## config.mk

```make
export PLATFORM = sky130hd
export DESIGN_NAME = haptic_pattern_sequencer
export DESIGN_NICKNAME = d
export VERILOG_FILES = /design/src/design/haps_pkg.sv /design/src/design/haptic_pattern_sequencer.sv /design/src/design/haps_cfg.sv /design/src/design/haps_step.sv
export SDC_FILE = /design/constraint.sdc
export NUM_CORES = 1
export LEC_CHECK = 0
export BUFFER_PORTS_ARGS = -buffer_cell sky130_fd_sc_hd__buf_2
export CAP_MARGIN = 20
export CELL_PAD_IN_SITES_DETAIL_PLACEMENT = 0
export CELL_PAD_IN_SITES_GLOBAL_PLACEMENT = 1
export CORE_MARGIN = 2
export CORE_UTILIZATION = 39
export DETAILED_ROUTE_END_ITERATION = 12
export PLACE_DENSITY_LB_ADDON = 0.05
export SYNTH_ARGS = -nofsm -noshare
export SYNTH_HDL_FRONTEND = slang
export SYNTH_HIERARCHICAL = 1
export SYNTH_SLANG_ARGS = --single-unit
```

## constraint.sdc

```tcl
create_clock -name clk -period 3.5 [get_ports clk]
set_input_delay 0.525 -clock clk [delete_from_list [all_inputs] [get_ports clk]]
set_output_delay 0.525 -clock clk [all_outputs]
set_load 0.01 [all_outputs]
```

## src/design/haps_pkg.sv

```systemverilog
package haps_pkg;

  localparam int TICK_COUNT_WIDTH_DEF = 7;
  localparam int CFG_ADDR_W           = 3;
  localparam int CFG_DATA_W           = 32;

  // Configuration register indexes
  localparam logic REG_PULSES_PER_SET = 1'b0;
  localparam logic REG_LEVEL_LIMIT    = 1'b1;

  localparam logic [3:0] PPS_RESET   = 4'd3;
  localparam logic [3:0] LIMIT_RESET = 4'd12;

  typedef enum logic [1:0] {
    REQ_TICK          = 2'd0,
    REQ_START         = 2'd1,
    REQ_START_CONFIRM = 2'd2,
    REQ_STOP          = 2'd3
  } req_t;

  typedef enum logic [3:0] {
    MODE_IDLE        = 4'd0,
    MODE_ON          = 4'd1,
    MODE_OFF         = 4'd2,
    MODE_WEAK        = 4'd3,
    MODE_DURING      = 4'd4,
    MODE_DURING_REP  = 4'd5,
    MODE_STRONG      = 4'd6,
    MODE_STRONG_REP  = 4'd7,
    MODE_RISING      = 4'd8,
    MODE_STANDBY     = 4'd9,
    MODE_SENSING     = 4'd10,
    MODE_PAUSE       = 4'd11,
    MODE_LEVEL_PAUSE = 4'd12
  } mode_t;

  typedef struct packed {
    logic [3:0] pulses_per_set;
    logic [3:0] level_limit;
  } cfg_t;

  typedef struct packed {
    mode_t      mode;
    mode_t      return_mode;
    logic [3:0] strength_level;
    logic [5:0] pulse_count;
    logic [5:0] pulse_target;
    logic       stopped;
    logic       confirm_mode;
    logic       line_ctl;
    logic       line_ena;
    logic       busy;
  } seq_state_t;

  localparam seq_state_t ST_RESET = '{
    mode:           MODE_IDLE,
    return_mode:    MODE_IDLE,
    strength_level: 4'd0,
    pulse_count:    6'd0,
    pulse_target:   6'(PPS_RESET),
    stopped:        1'b0,
    confirm_mode:   1'b0,
    line_ctl:       1'b0,
    line_ena:       1'b0,
    busy:           1'b0
  };

  // Pulse timing in ticks: period, enable-off point, control-off point.
  localparam logic [6:0] T_PERIOD_A = 7'd20;
  localparam logic [6:0] T_ENA_A    = 7'd13;
  localparam logic [6:0] T_CTL_A    = 7'd11;
  localparam logic [6:0] T_PERIOD_B = 7'd28;
  localparam logic [6:0] T_ENA_B    = 7'd21;
  localparam logic [6:0] T_CTL_B    = 7'd19;
  localparam logic [6:0] T_PERIOD_C = 7'd30;
  localparam logic [6:0] T_ENA_C    = 7'd29;
  localparam logic [6:0] T_CTL_C    = 7'd27;
  localparam logic [6:0] T_PERIOD_D = 7'd38;
  localparam logic [6:0] T_ENA_D    = 7'd37;
  localparam logic [6:0] T_CTL_D    = 7'd35;
  localparam logic [6:0] T_STANDBY  = 7'd80;
  localparam logic [6:0] T_SENSING  = 7'd10;
  localparam logic [6:0] T_PAUSE    = 7'd20;
  localparam logic [6:0] T_LVL_PAUSE = 7'd40;

  // Divisibility table: bit m of row d is set when m is a multiple of d.
  // Row zero behaves as a divisor of one.
  typedef logic [63:0]           div_row_t;
  typedef div_row_t [15:0]       div_tab_t;

  function automatic div_tab_t build_div_tab();
    div_tab_t tab;
    int       stride;
    tab = '0;
    for (int d = 0; d < 16; d++) begin
      stride = (d == 0) ? 1 : d;
      for (int m = 0; m < 64; m += stride) begin
        tab[d][m] = 1'b1;
      end
    end
    return tab;
  endfunction

  localparam div_tab_t DIV_TAB = build_div_tab();

endpackage

```

## src/design/haptic_pattern_sequencer.sv

```systemverilog
// Haptic pattern sequencer: drives the control and enable lines of a vibration motor.
// Input channel (in_*): one transfer per request. A tick transfer stands for 10 ms of
// time; the others start a pattern, start one with the confirm step-up, or stop it.
// Result channel (out_*): exactly one transfer per input transfer, in order, giving the
// motor lines, the busy flag, the finished pulse and the rising level after that request.
// Configuration (APB): pulses per set at byte address 0, level limit at byte address 4.
// Registers are to be written only while no request is in flight; the block does not enforce it.
// A request is held first in the input register, then the result register holds the
// sequencer state and the finished flag.
// Throughput: one transfer per cycle while the receiver does not stall. All of the work
// for a request sits in one pass of combinational logic between those two registers.
// When the receiver stalls, the result holds and one further request can still be taken
// into the input register; after that in_ready falls until the result is transferred.
// Reset (synchronous, active low) empties both stages, returns the sequencer to idle
// with both motor lines low and reloads the configuration defaults.
module haptic_pattern_sequencer #(
  parameter int TICK_COUNT_WIDTH = haps_pkg::TICK_COUNT_WIDTH_DEF
) (
  input  logic                               clk,
  input  logic                               rst_n,
  // request channel
  input  logic                               in_valid,
  output logic                               in_ready,
  input  logic [1:0]                         in_req_type,
  input  logic [3:0]                         in_pattern,
  input  logic [3:0]                         in_level,
  // result channel
  output logic                               out_valid,
  input  logic                               out_ready,
  output logic                               out_motor_ctl,
  output logic                               out_motor_enable,
  output logic                               out_active,
  output logic                               out_finished,
  output logic [3:0]                         out_current_level,
  // configuration port
  input  logic                               psel,
  input  logic                               penable,
  input  logic                               pwrite,
  input  logic [haps_pkg::CFG_ADDR_W-1:0]    paddr,
  input  logic [haps_pkg::CFG_DATA_W-1:0]    pwdata,
  output logic [haps_pkg::CFG_DATA_W-1:0]    prdata,
  output logic                               pready
);

  haps_pkg::cfg_t                  cfg;

  // Input register stage.
  logic                            req_valid_r;
  haps_pkg::req_t                  req_type_r;
  logic [3:0]                      req_pattern_r;
  logic [3:0]                      req_level_r;

  // Sequencer state, which also forms the result register.
  haps_pkg::seq_state_t            st_r;
  haps_pkg::seq_state_t            st_nxt;
  logic [TICK_COUNT_WIDTH-1:0]     tick_cnt_r;
  logic [TICK_COUNT_WIDTH-1:0]     tick_cnt_nxt;
  logic                            finished_r;
  logic                            finished_nxt;
  logic                            out_valid_r;

  logic                            advance;
  logic                            in_fire;

  // The result stage moves on when it is empty or its transfer completes; the input
  // stage can take a new request whenever it is empty or is moving on itself.
  assign advance  = !out_valid_r || out_ready;
  assign in_ready = !req_valid_r || advance;
  assign in_fire  = in_valid && in_ready;

  haps_cfg u_cfg (
    .clk     (clk),
    .rst_n   (rst_n),
    .psel    (psel),
    .penable (penable),
    .pwrite  (pwrite),
    .paddr   (paddr),
    .pwdata  (pwdata),
    .prdata  (prdata),
    .pready  (pready),
    .cfg     (cfg)
  );

  always_ff @(posedge clk) begin
    if (!rst_n) begin
      req_valid_r <= 1'b0;
    end else if (in_ready) begin
      req_valid_r <= in_valid;
    end
  end

  always_ff @(posedge clk) begin
    if (in_fire) begin
      req_type_r    <= haps_pkg::req_t'(in_req_type);
      req_pattern_r <= in_pattern;
      req_level_r   <= in_level;
    end
  end

  haps_step #(
    .TICK_COUNT_WIDTH (TICK_COUNT_WIDTH)
  ) u_step (
    .req          (req_type_r),
    .pattern      (req_pattern_r),
    .level        (req_level_r),
    .cfg          (cfg),
    .st           (st_r),
    .tick_cnt     (tick_cnt_r),
    .st_nxt       (st_nxt),
    .tick_cnt_nxt (tick_cnt_nxt),
    .finished     (finished_nxt)
  );

  // The state is committed only when the request moves into the result stage, so the
  // lines and flags on the result ports always belong to the request being offered.
  always_ff @(posedge clk) begin
    if (!rst_n) begin
      out_valid_r <= 1'b0;
      st_r        <= haps_pkg::ST_RESET;
      tick_cnt_r  <= '0;
      finished_r  <= 1'b0;
    end else if (advance) begin
      out_valid_r <= req_valid_r;
      if (req_valid_r) begin
        st_r       <= st_nxt;
        tick_cnt_r <= tick_cnt_nxt;
        finished_r <= finished_nxt;
      end
    end
  end

  assign out_valid         = out_valid_r;
  assign out_motor_ctl     = st_r.line_ctl;
  assign out_motor_enable  = st_r.line_ena;
  assign out_active        = st_r.busy;
  assign out_finished      = finished_r;
  assign out_current_level = st_r.strength_level;

endmodule

```

## src/design/haps_cfg.sv

```systemverilog
module haps_cfg (
  input  logic                               clk,
  input  logic                               rst_n,
  input  logic                               psel,
  input  logic                               penable,
  input  logic                               pwrite,
  input  logic [haps_pkg::CFG_ADDR_W-1:0]    paddr,
  input  logic [haps_pkg::CFG_DATA_W-1:0]    pwdata,
  output logic [haps_pkg::CFG_DATA_W-1:0]    prdata,
  output logic                               pready,
  output haps_pkg::cfg_t                     cfg
);

  logic [3:0] pps_r;
  logic [3:0] limit_r;
  logic       wr_en;
  logic       reg_sel;

  assign pready  = 1'b1;
  assign wr_en   = psel & penable & pwrite & pready;
  assign reg_sel = paddr[2];

  always_ff @(posedge clk) begin
    if (!rst_n) begin
      pps_r   <= haps_pkg::PPS_RESET;
      limit_r <= haps_pkg::LIMIT_RESET;
    end else if (wr_en) begin
      if (reg_sel == haps_pkg::REG_PULSES_PER_SET) begin
        pps_r <= pwdata[3:0];
      end else begin
        limit_r <= pwdata[3:0];
      end
    end
  end

  always_comb begin
    if (reg_sel == haps_pkg::REG_PULSES_PER_SET) begin
      prdata = haps_pkg::CFG_DATA_W'(pps_r);
    end else begin
      prdata = haps_pkg::CFG_DATA_W'(limit_r);
    end
  end

  assign cfg.pulses_per_set = pps_r;
  assign cfg.level_limit    = limit_r;

endmodule

```

## src/design/haps_step.sv

```systemverilog
module haps_step #(
  parameter int TICK_COUNT_WIDTH = haps_pkg::TICK_COUNT_WIDTH_DEF
) (
  input  haps_pkg::req_t               req,
  input  logic [3:0]                   pattern,
  input  logic [3:0]                   level,
  input  haps_pkg::cfg_t               cfg,
  input  haps_pkg::seq_state_t         st,
  input  logic [TICK_COUNT_WIDTH-1:0]  tick_cnt,
  output haps_pkg::seq_state_t         st_nxt,
  output logic [TICK_COUNT_WIDTH-1:0]  tick_cnt_nxt,
  output logic                         finished
);

  localparam int TW = TICK_COUNT_WIDTH;

  logic [TW-1:0] t;
  logic [3:0]    eff_pps;
  logic [1:0]    sets;
  logic          is_pulse;
  logic          rising;
  logic [6:0]    period;
  logic [6:0]    ena_off;
  logic [6:0]    ctl_off;
  logic [5:0]    pc_inc;
  logic          level_up_ok;

  assign t       = (tick_cnt == {TW{1'b1}}) ? tick_cnt : tick_cnt + TW'(1);
  assign eff_pps = (cfg.pulses_per_set == 4'd0) ? 4'd1 : cfg.pulses_per_set;
  assign pc_inc  = st.pulse_count + 6'd1;
  assign level_up_ok = ({1'b0, st.strength_level} + 5'd1) < {1'b0, cfg.level_limit};

  // Sets per pattern on a start, from the level being applied.
  always_comb begin
    case (haps_pkg::mode_t'(pattern))
      haps_pkg::MODE_WEAK:       sets = 2'd1;
      haps_pkg::MODE_DURING:     sets = 2'd2;
      haps_pkg::MODE_DURING_REP,
      haps_pkg::MODE_STRONG,
      haps_pkg::MODE_STRONG_REP: sets = 2'd3;
      haps_pkg::MODE_RISING: begin
        if (level < 4'd4) begin
          sets = 2'd1;
        end else if (level < 4'd8) begin
          sets = 2'd2;
        end else begin
          sets = 2'd3;
        end
      end
      default:                   sets = 2'd1;
    endcase
  end

  // Pulse shape for the current mode and level.
  always_comb begin
    is_pulse = 1'b0;
    rising   = 1'b0;
    period   = haps_pkg::T_PERIOD_A;
    ena_off  = haps_pkg::T_ENA_A;
    ctl_off  = haps_pkg::T_CTL_A;
    case (st.mode)
      haps_pkg::MODE_WEAK,
      haps_pkg::MODE_DURING,
      haps_pkg::MODE_DURING_REP,
      haps_pkg::MODE_STRONG: begin
        is_pulse = 1'b1;
      end
      haps_pkg::MODE_STRONG_REP: begin
        is_pulse = 1'b1;
        period   = haps_pkg::T_PERIOD_C;
        ena_off  = haps_pkg::T_ENA_C;
        ctl_off  = haps_pkg::T_CTL_C;
      end
      haps_pkg::MODE_RISING: begin
        is_pulse = 1'b1;
        rising   = 1'b1;
        if (st.strength_level >= 4'd12 || st.strength_level[1:0] == 2'd3) begin
          period  = haps_pkg::T_PERIOD_D;
          ena_off = haps_pkg::T_ENA_D;
          ctl_off = haps_pkg::T_CTL_D;
        end else if (st.strength_level[1:0] == 2'd1) begin
          period  = haps_pkg::T_PERIOD_B;
          ena_off = haps_pkg::T_ENA_B;
          ctl_off = haps_pkg::T_CTL_B;
        end else if (st.strength_level[1:0] == 2'd2) begin
          period  = haps_pkg::T_PERIOD_C;
          ena_off = haps_pkg::T_ENA_C;
          ctl_off = haps_pkg::T_CTL_C;
        end
      end
      default: begin
        is_pulse = 1'b0;
      end
    endcase
  end

  always_comb begin
    st_nxt       = st;
    tick_cnt_nxt = tick_cnt;
    finished     = 1'b0;
    case (req)
      haps_pkg::REQ_TICK: begin
        tick_cnt_nxt = t;
        if (!st.stopped && (st.pulse_count < st.pulse_target)) begin
          if (is_pulse) begin
            if (t >= TW'(period)) begin
              st_nxt.pulse_count = pc_inc;
              if (haps_pkg::DIV_TAB[eff_pps][pc_inc]) begin
                // End of a set: pause, or, on a rising pattern in confirm mode, step up a level.
                st_nxt.return_mode = st.mode;
                if (rising && st.confirm_mode && (pc_inc >= st.pulse_target) &&
                    level_up_ok) begin
                  st_nxt.strength_level = st.strength_level + 4'd1;
                  st_nxt.pulse_count    = 6'd0;
                  st_nxt.mode           = haps_pkg::MODE_LEVEL_PAUSE;
                end else begin
                  st_nxt.mode = haps_pkg::MODE_PAUSE;
                end
              end
              tick_cnt_nxt = '0;
            end
            if (t >= TW'(ena_off)) begin
              st_nxt.line_ena = 1'b0;
            end
            if (t >= TW'(ctl_off)) begin
              st_nxt.line_ctl = 1'b0;
            end else begin
              st_nxt.line_ctl = 1'b1;
              st_nxt.line_ena = 1'b1;
            end
          end else begin
            case (st.mode)
              haps_pkg::MODE_ON: begin
                st_nxt.line_ctl = 1'b1;
                st_nxt.line_ena = 1'b1;
              end
              haps_pkg::MODE_OFF: begin
                st_nxt.line_ctl = 1'b0;
                st_nxt.line_ena = 1'b0;
              end
              haps_pkg::MODE_STANDBY,
              haps_pkg::MODE_SENSING: begin
                if (t >= TW'((st.mode == haps_pkg::MODE_STANDBY) ?
                             haps_pkg::T_STANDBY : haps_pkg::T_SENSING)) begin
                  st_nxt.line_ctl = 1'b0;
                  st_nxt.line_ena = 1'b0;
                  st_nxt.stopped  = 1'b1;
                  tick_cnt_nxt    = '0;
                end else begin
                  st_nxt.line_ctl = 1'b1;
                  st_nxt.line_ena = 1'b1;
                end
              end
              haps_pkg::MODE_PAUSE,
              haps_pkg::MODE_LEVEL_PAUSE: begin
                if (t >= TW'((st.mode == haps_pkg::MODE_PAUSE) ?
                             haps_pkg::T_PAUSE : haps_pkg::T_LVL_PAUSE)) begin
                  st_nxt.mode  = st.return_mode;
                  tick_cnt_nxt = '0;
                end
              end
              default: begin
                st_nxt.mode = st.mode;
              end
            endcase
          end
        end else if (st.mode != haps_pkg::MODE_IDLE) begin
          st_nxt.mode           = haps_pkg::MODE_IDLE;
          st_nxt.return_mode    = haps_pkg::MODE_IDLE;
          st_nxt.confirm_mode   = 1'b0;
          st_nxt.strength_level = 4'd0;
          st_nxt.busy           = 1'b0;
          finished              = 1'b1;
        end
      end
      haps_pkg::REQ_STOP: begin
        st_nxt.stopped  = 1'b1;
        st_nxt.line_ctl = 1'b0;
        st_nxt.line_ena = 1'b0;
      end
      default: begin
        st_nxt.strength_level = level;
        st_nxt.mode           = haps_pkg::mode_t'(pattern);
        st_nxt.pulse_target   = 6'(sets) * 6'(eff_pps);
        st_nxt.pulse_count    = 6'd0;
        st_nxt.stopped        = 1'b0;
        st_nxt.busy           = 1'b1;
        tick_cnt_nxt          = '0;
        if (req == haps_pkg::REQ_START_CONFIRM) begin
          st_nxt.confirm_mode = 1'b1;
        end
      end
    endcase
  end

endmodule

```

==> results.yml <==
cells_and_area:
  syn_to_final_growth_pct: 19.0
  diodes: 0
  fill_cells: 1576
  drive_above_1_share_pct: 21.9
  nNetsFinal: 983
route:
  wl_mm: 18.8
  ant_nets: 0
  drt-wirelength-per-cell_um: 17.0
  via_per_inst: 5.49
  drc: 0
  via_count: 6094
  drtPass1Iterations: 5
  drtIter0Drc: 420
hold_path:
  hold_start: "in_pattern[3]"
  holdCritPathClass: "in -> reg"
yosys:
  synth_edf_count: 10
  ys_seq_elements: 57
  synth_ff_type: "dfxtp_1"
  synth_cell_types: 88
  synthTopCellsByArea: "dfxtp_1 (15%), mux2i_1 (8.0%), nand2_1 (8.0%)"
  synthArstFlopShare_pct: 0
  yosys_warnings: 6
  ys_top_cells_by_count: "nand2_1 (133), mux2i_1 (50), dfxtp_1 (47)"
  synth_most_common_cell: "nand2_1"
  synth-seq-area-share_pct: 20.0
  synth_area_sq_um: 6220
  synth_top_cell_by_area: "dfxtp_1"
  synth_top_area_share_pct: 15.1
  synth_cells: 815
  postSynthAreaPerCell_sq_um: 7.63
setup_path:
  regToRegSetupSlack_ns: 0.17
  cpMaxStageDelayCell: "a2111oi_4"
  cp.required_ns: 3.68
  rr_startpoint: "out_current_level[0]$_SDFFE_PN0P_"
  worstPathArrival_ns: 3.51
  crit_chain: "inv_1, ha_1, o31a_1, ha_4, o211ai_1, a2111oi_4, o31a_1, nand3_2, a221oi_4, mux2i_1, a221o_1, nand2_1, mux2i_1"
  crit_path_start: "out_current_level[0]$_SDFFE_PN0P_"
  startpoint_type: "flop"
  endpoint_kind: "flop"
  cpPeakStageDelay_ns: 0.38
  critPathKind: "reg -> reg"
  critPathMaxFanout: 4
die:
  die_width_um: 130
  boundaryPins: 95
  start_util_pct: 39.6
  core_sq_um: 15700
  die_y_um: 130
  dieArea_sq_um: 17000
  rows: 46
flow_run:
  max_cap_violations: 0
clock_tree:
  clk_pin_slew_ns: 0.05
  clkSinkCount: 57
  cts_root_buf: "clkbuf_16"
  clockBufferDepth: 2
  cts_htree_levels: 3
  clkLatencyLatePin_ns: 0.34
  cts_inserted_buffers: 9
  cts_tree: "done"
timing:
  slew-limit-headroom_pct: 45.6
  period_share_pct: 95.2
  finClkSkew_ns: 0.00793
  hold_viol: 0
  maxSlewViolCount: 0
  max_freq_ghz: 0.300
  min_period_ns: 3.33
  holdWs_ns: 0.365
  setup_viol: 0
  tightest_slew_ns: 0.816
power_and_ir_drop:
  p_leak_nw: 3.06
  vdd_drop_max_mv: 0.284
  power_w: 0.00185
  power_density_nw_per_um2: 250
outcome:
  status: "finished, final reports clean"
place:
  routabilityCongestion: 0.888
  port_buffers: 35
  hpwlAfterDp_mm: 14.0
global_route:
  grt-ovfl-total: 0
  antenna_found_initial: 0
  track_usage_pct: 22.3
  grt_pass1_wl_mm: 30.0
  grt_max_degree: 39
  grt_pass1_vias: 5707
## cell usage in the layout, fill, tap and decap left out, types with 5 or more instances in the layout
master / netlist / routed
clkbuf_16: 0 / 9
nor3_1: 17 / 16
and2_1: 8 / 8
buf_4: 41 / 85
o311ai_0: 5 / 5
o21ai_1: 7 / 7
o211ai_1: 10 / 10
nand3_1: 18 / 16
ha_1: 39 / 34
o2111ai_1: 6 / 6
o21ai_0: 40 / 38
nand3b_1: 5 / 5
xnor2_1: 10 / 10
a21o_1: 12 / 11
dfxtp_2: 0 / 6
nor2_1: 37 / 37
nand2b_1: 14 / 14
a22o_1: 5 / 5
nand2_1: 133 / 132
buf_2: 19 / 35
mux2i_1: 50 / 48
nor2b_1: 29 / 27
mux2_2: 6 / 6
edfxtp_1: 10 / 10
a211oi_1: 8 / 8
dfxtp_1: 47 / 39
o22ai_1: 9 / 9
o21a_1: 8 / 8
conb_1: 2 / 29
a21oi_1: 33 / 33
a221o_1: 7 / 7
inv_1: 41 / 40
and3_1: 5 / 5
a31oi_1: 7 / 6
## state kept, by name, indices dropped and copies added, names as in the netlist, 2 cells and up
name and cells:
out_current_level 4, req_level_r 4, req_pattern_r 4, req_type_r 2, st_r 22, tick_cnt_r 7
u_cfg/limit_r 4, u_cfg/pps_r 4
## per-layer routing
metal	up-vias	wire length, um	global-route usage [%]
li1	3028	-	-
met1	2907	9320	32.0
met2	135	8650	35.0
met3	24	591	3.20
met4	0	277	6.14
met5	-	0	0
## final cells by class
cell class | count | area, sq um | share of cell area, %
Inverter | 44 | 165 | 2.23
Timing Repair Buffer | 127 | 918 | 12.4
Tap cell | 216 | 270 | 3.65
Multi-Input combinational cell | 652 | 4510 | 60.9
Clock inverter | 3 | 15.0 | 0.203
Clock buffer | 12 | 267 | 3.60
Sequential cell | 57 | 1260 | 17.0
## through the flow
stage | cells | setup TNS [ns] | setup WS (ns) | area (sq um) | util (%)
global route | 1111 | -0.0502 | -0.0305 | 7400 | 47.1
finish | 1111 | 0 | 0.168 | 7400 | 47.1
detailed placement | 1088 | -0.00757 | -0.00757 | 6860 | 43.7
floorplan | 842 | 0 | 0.0729 | 6320 | -
global placement | 1088 | 0 | 0.0514 | 6860 | 43.7
CTS | 1103 | 0 | 0.0190 | 7150 | 45.5
## kinds of logic after synthesis
| group | count (synthesis) | synth area share, % |
|---|---|---|
| other | 2 | 0.121 |
| AND/OR/NAND/NOR | 293 | 22.9 |
| buffers and inverters | 133 | 11.9 |
| adder cells (fa/ha/maj) | 42 | 8.49 |
| XOR/XNOR | 14 | 2.09 |
| AO/OA/AOI/OAI | 216 | 25.0 |
| multiplexers | 58 | 9.49 |
| flip-flops | 57 | 20.0 |
## final timing paths
check	to	cells after the start
max	out_current_level[1]$_SDFFE_PN0P_	13
max reg2reg	out_current_level[1]$_SDFFE_PN0P_	13
min reg2reg	out_finished$_SDFFE_PN0P_	2
min	req_pattern_r[3]$_DFFE_PP_	1
## repair_timing
action / CTS / global route
resized for setup: 2 / 45
setup endpoints to repair: 4 / 25
buffers inserted: 0 / 8
pin swaps: 0 / 9
hold buffers: 0 / 0
## critical path: cells and delay by family (launching register included)
family	cells	cell delay [ns]
flops	1	0.37
mux	2	0.19
simple gates	2	0.18
compound gates	6	1.75
fa+ha+maj	2	0.63
buf+inv	1	0.06
## power by group
part	internal, W	total (W)	switching (W)
logic	0.000117	0.000303	0.000187
registers	0.000687	0.000705	0.0000183
clock network	0.000529	0.000845	0.000317
total	0.00133	0.00185	0.000522
No activity file was read; power rests on OpenSTA's default activity.
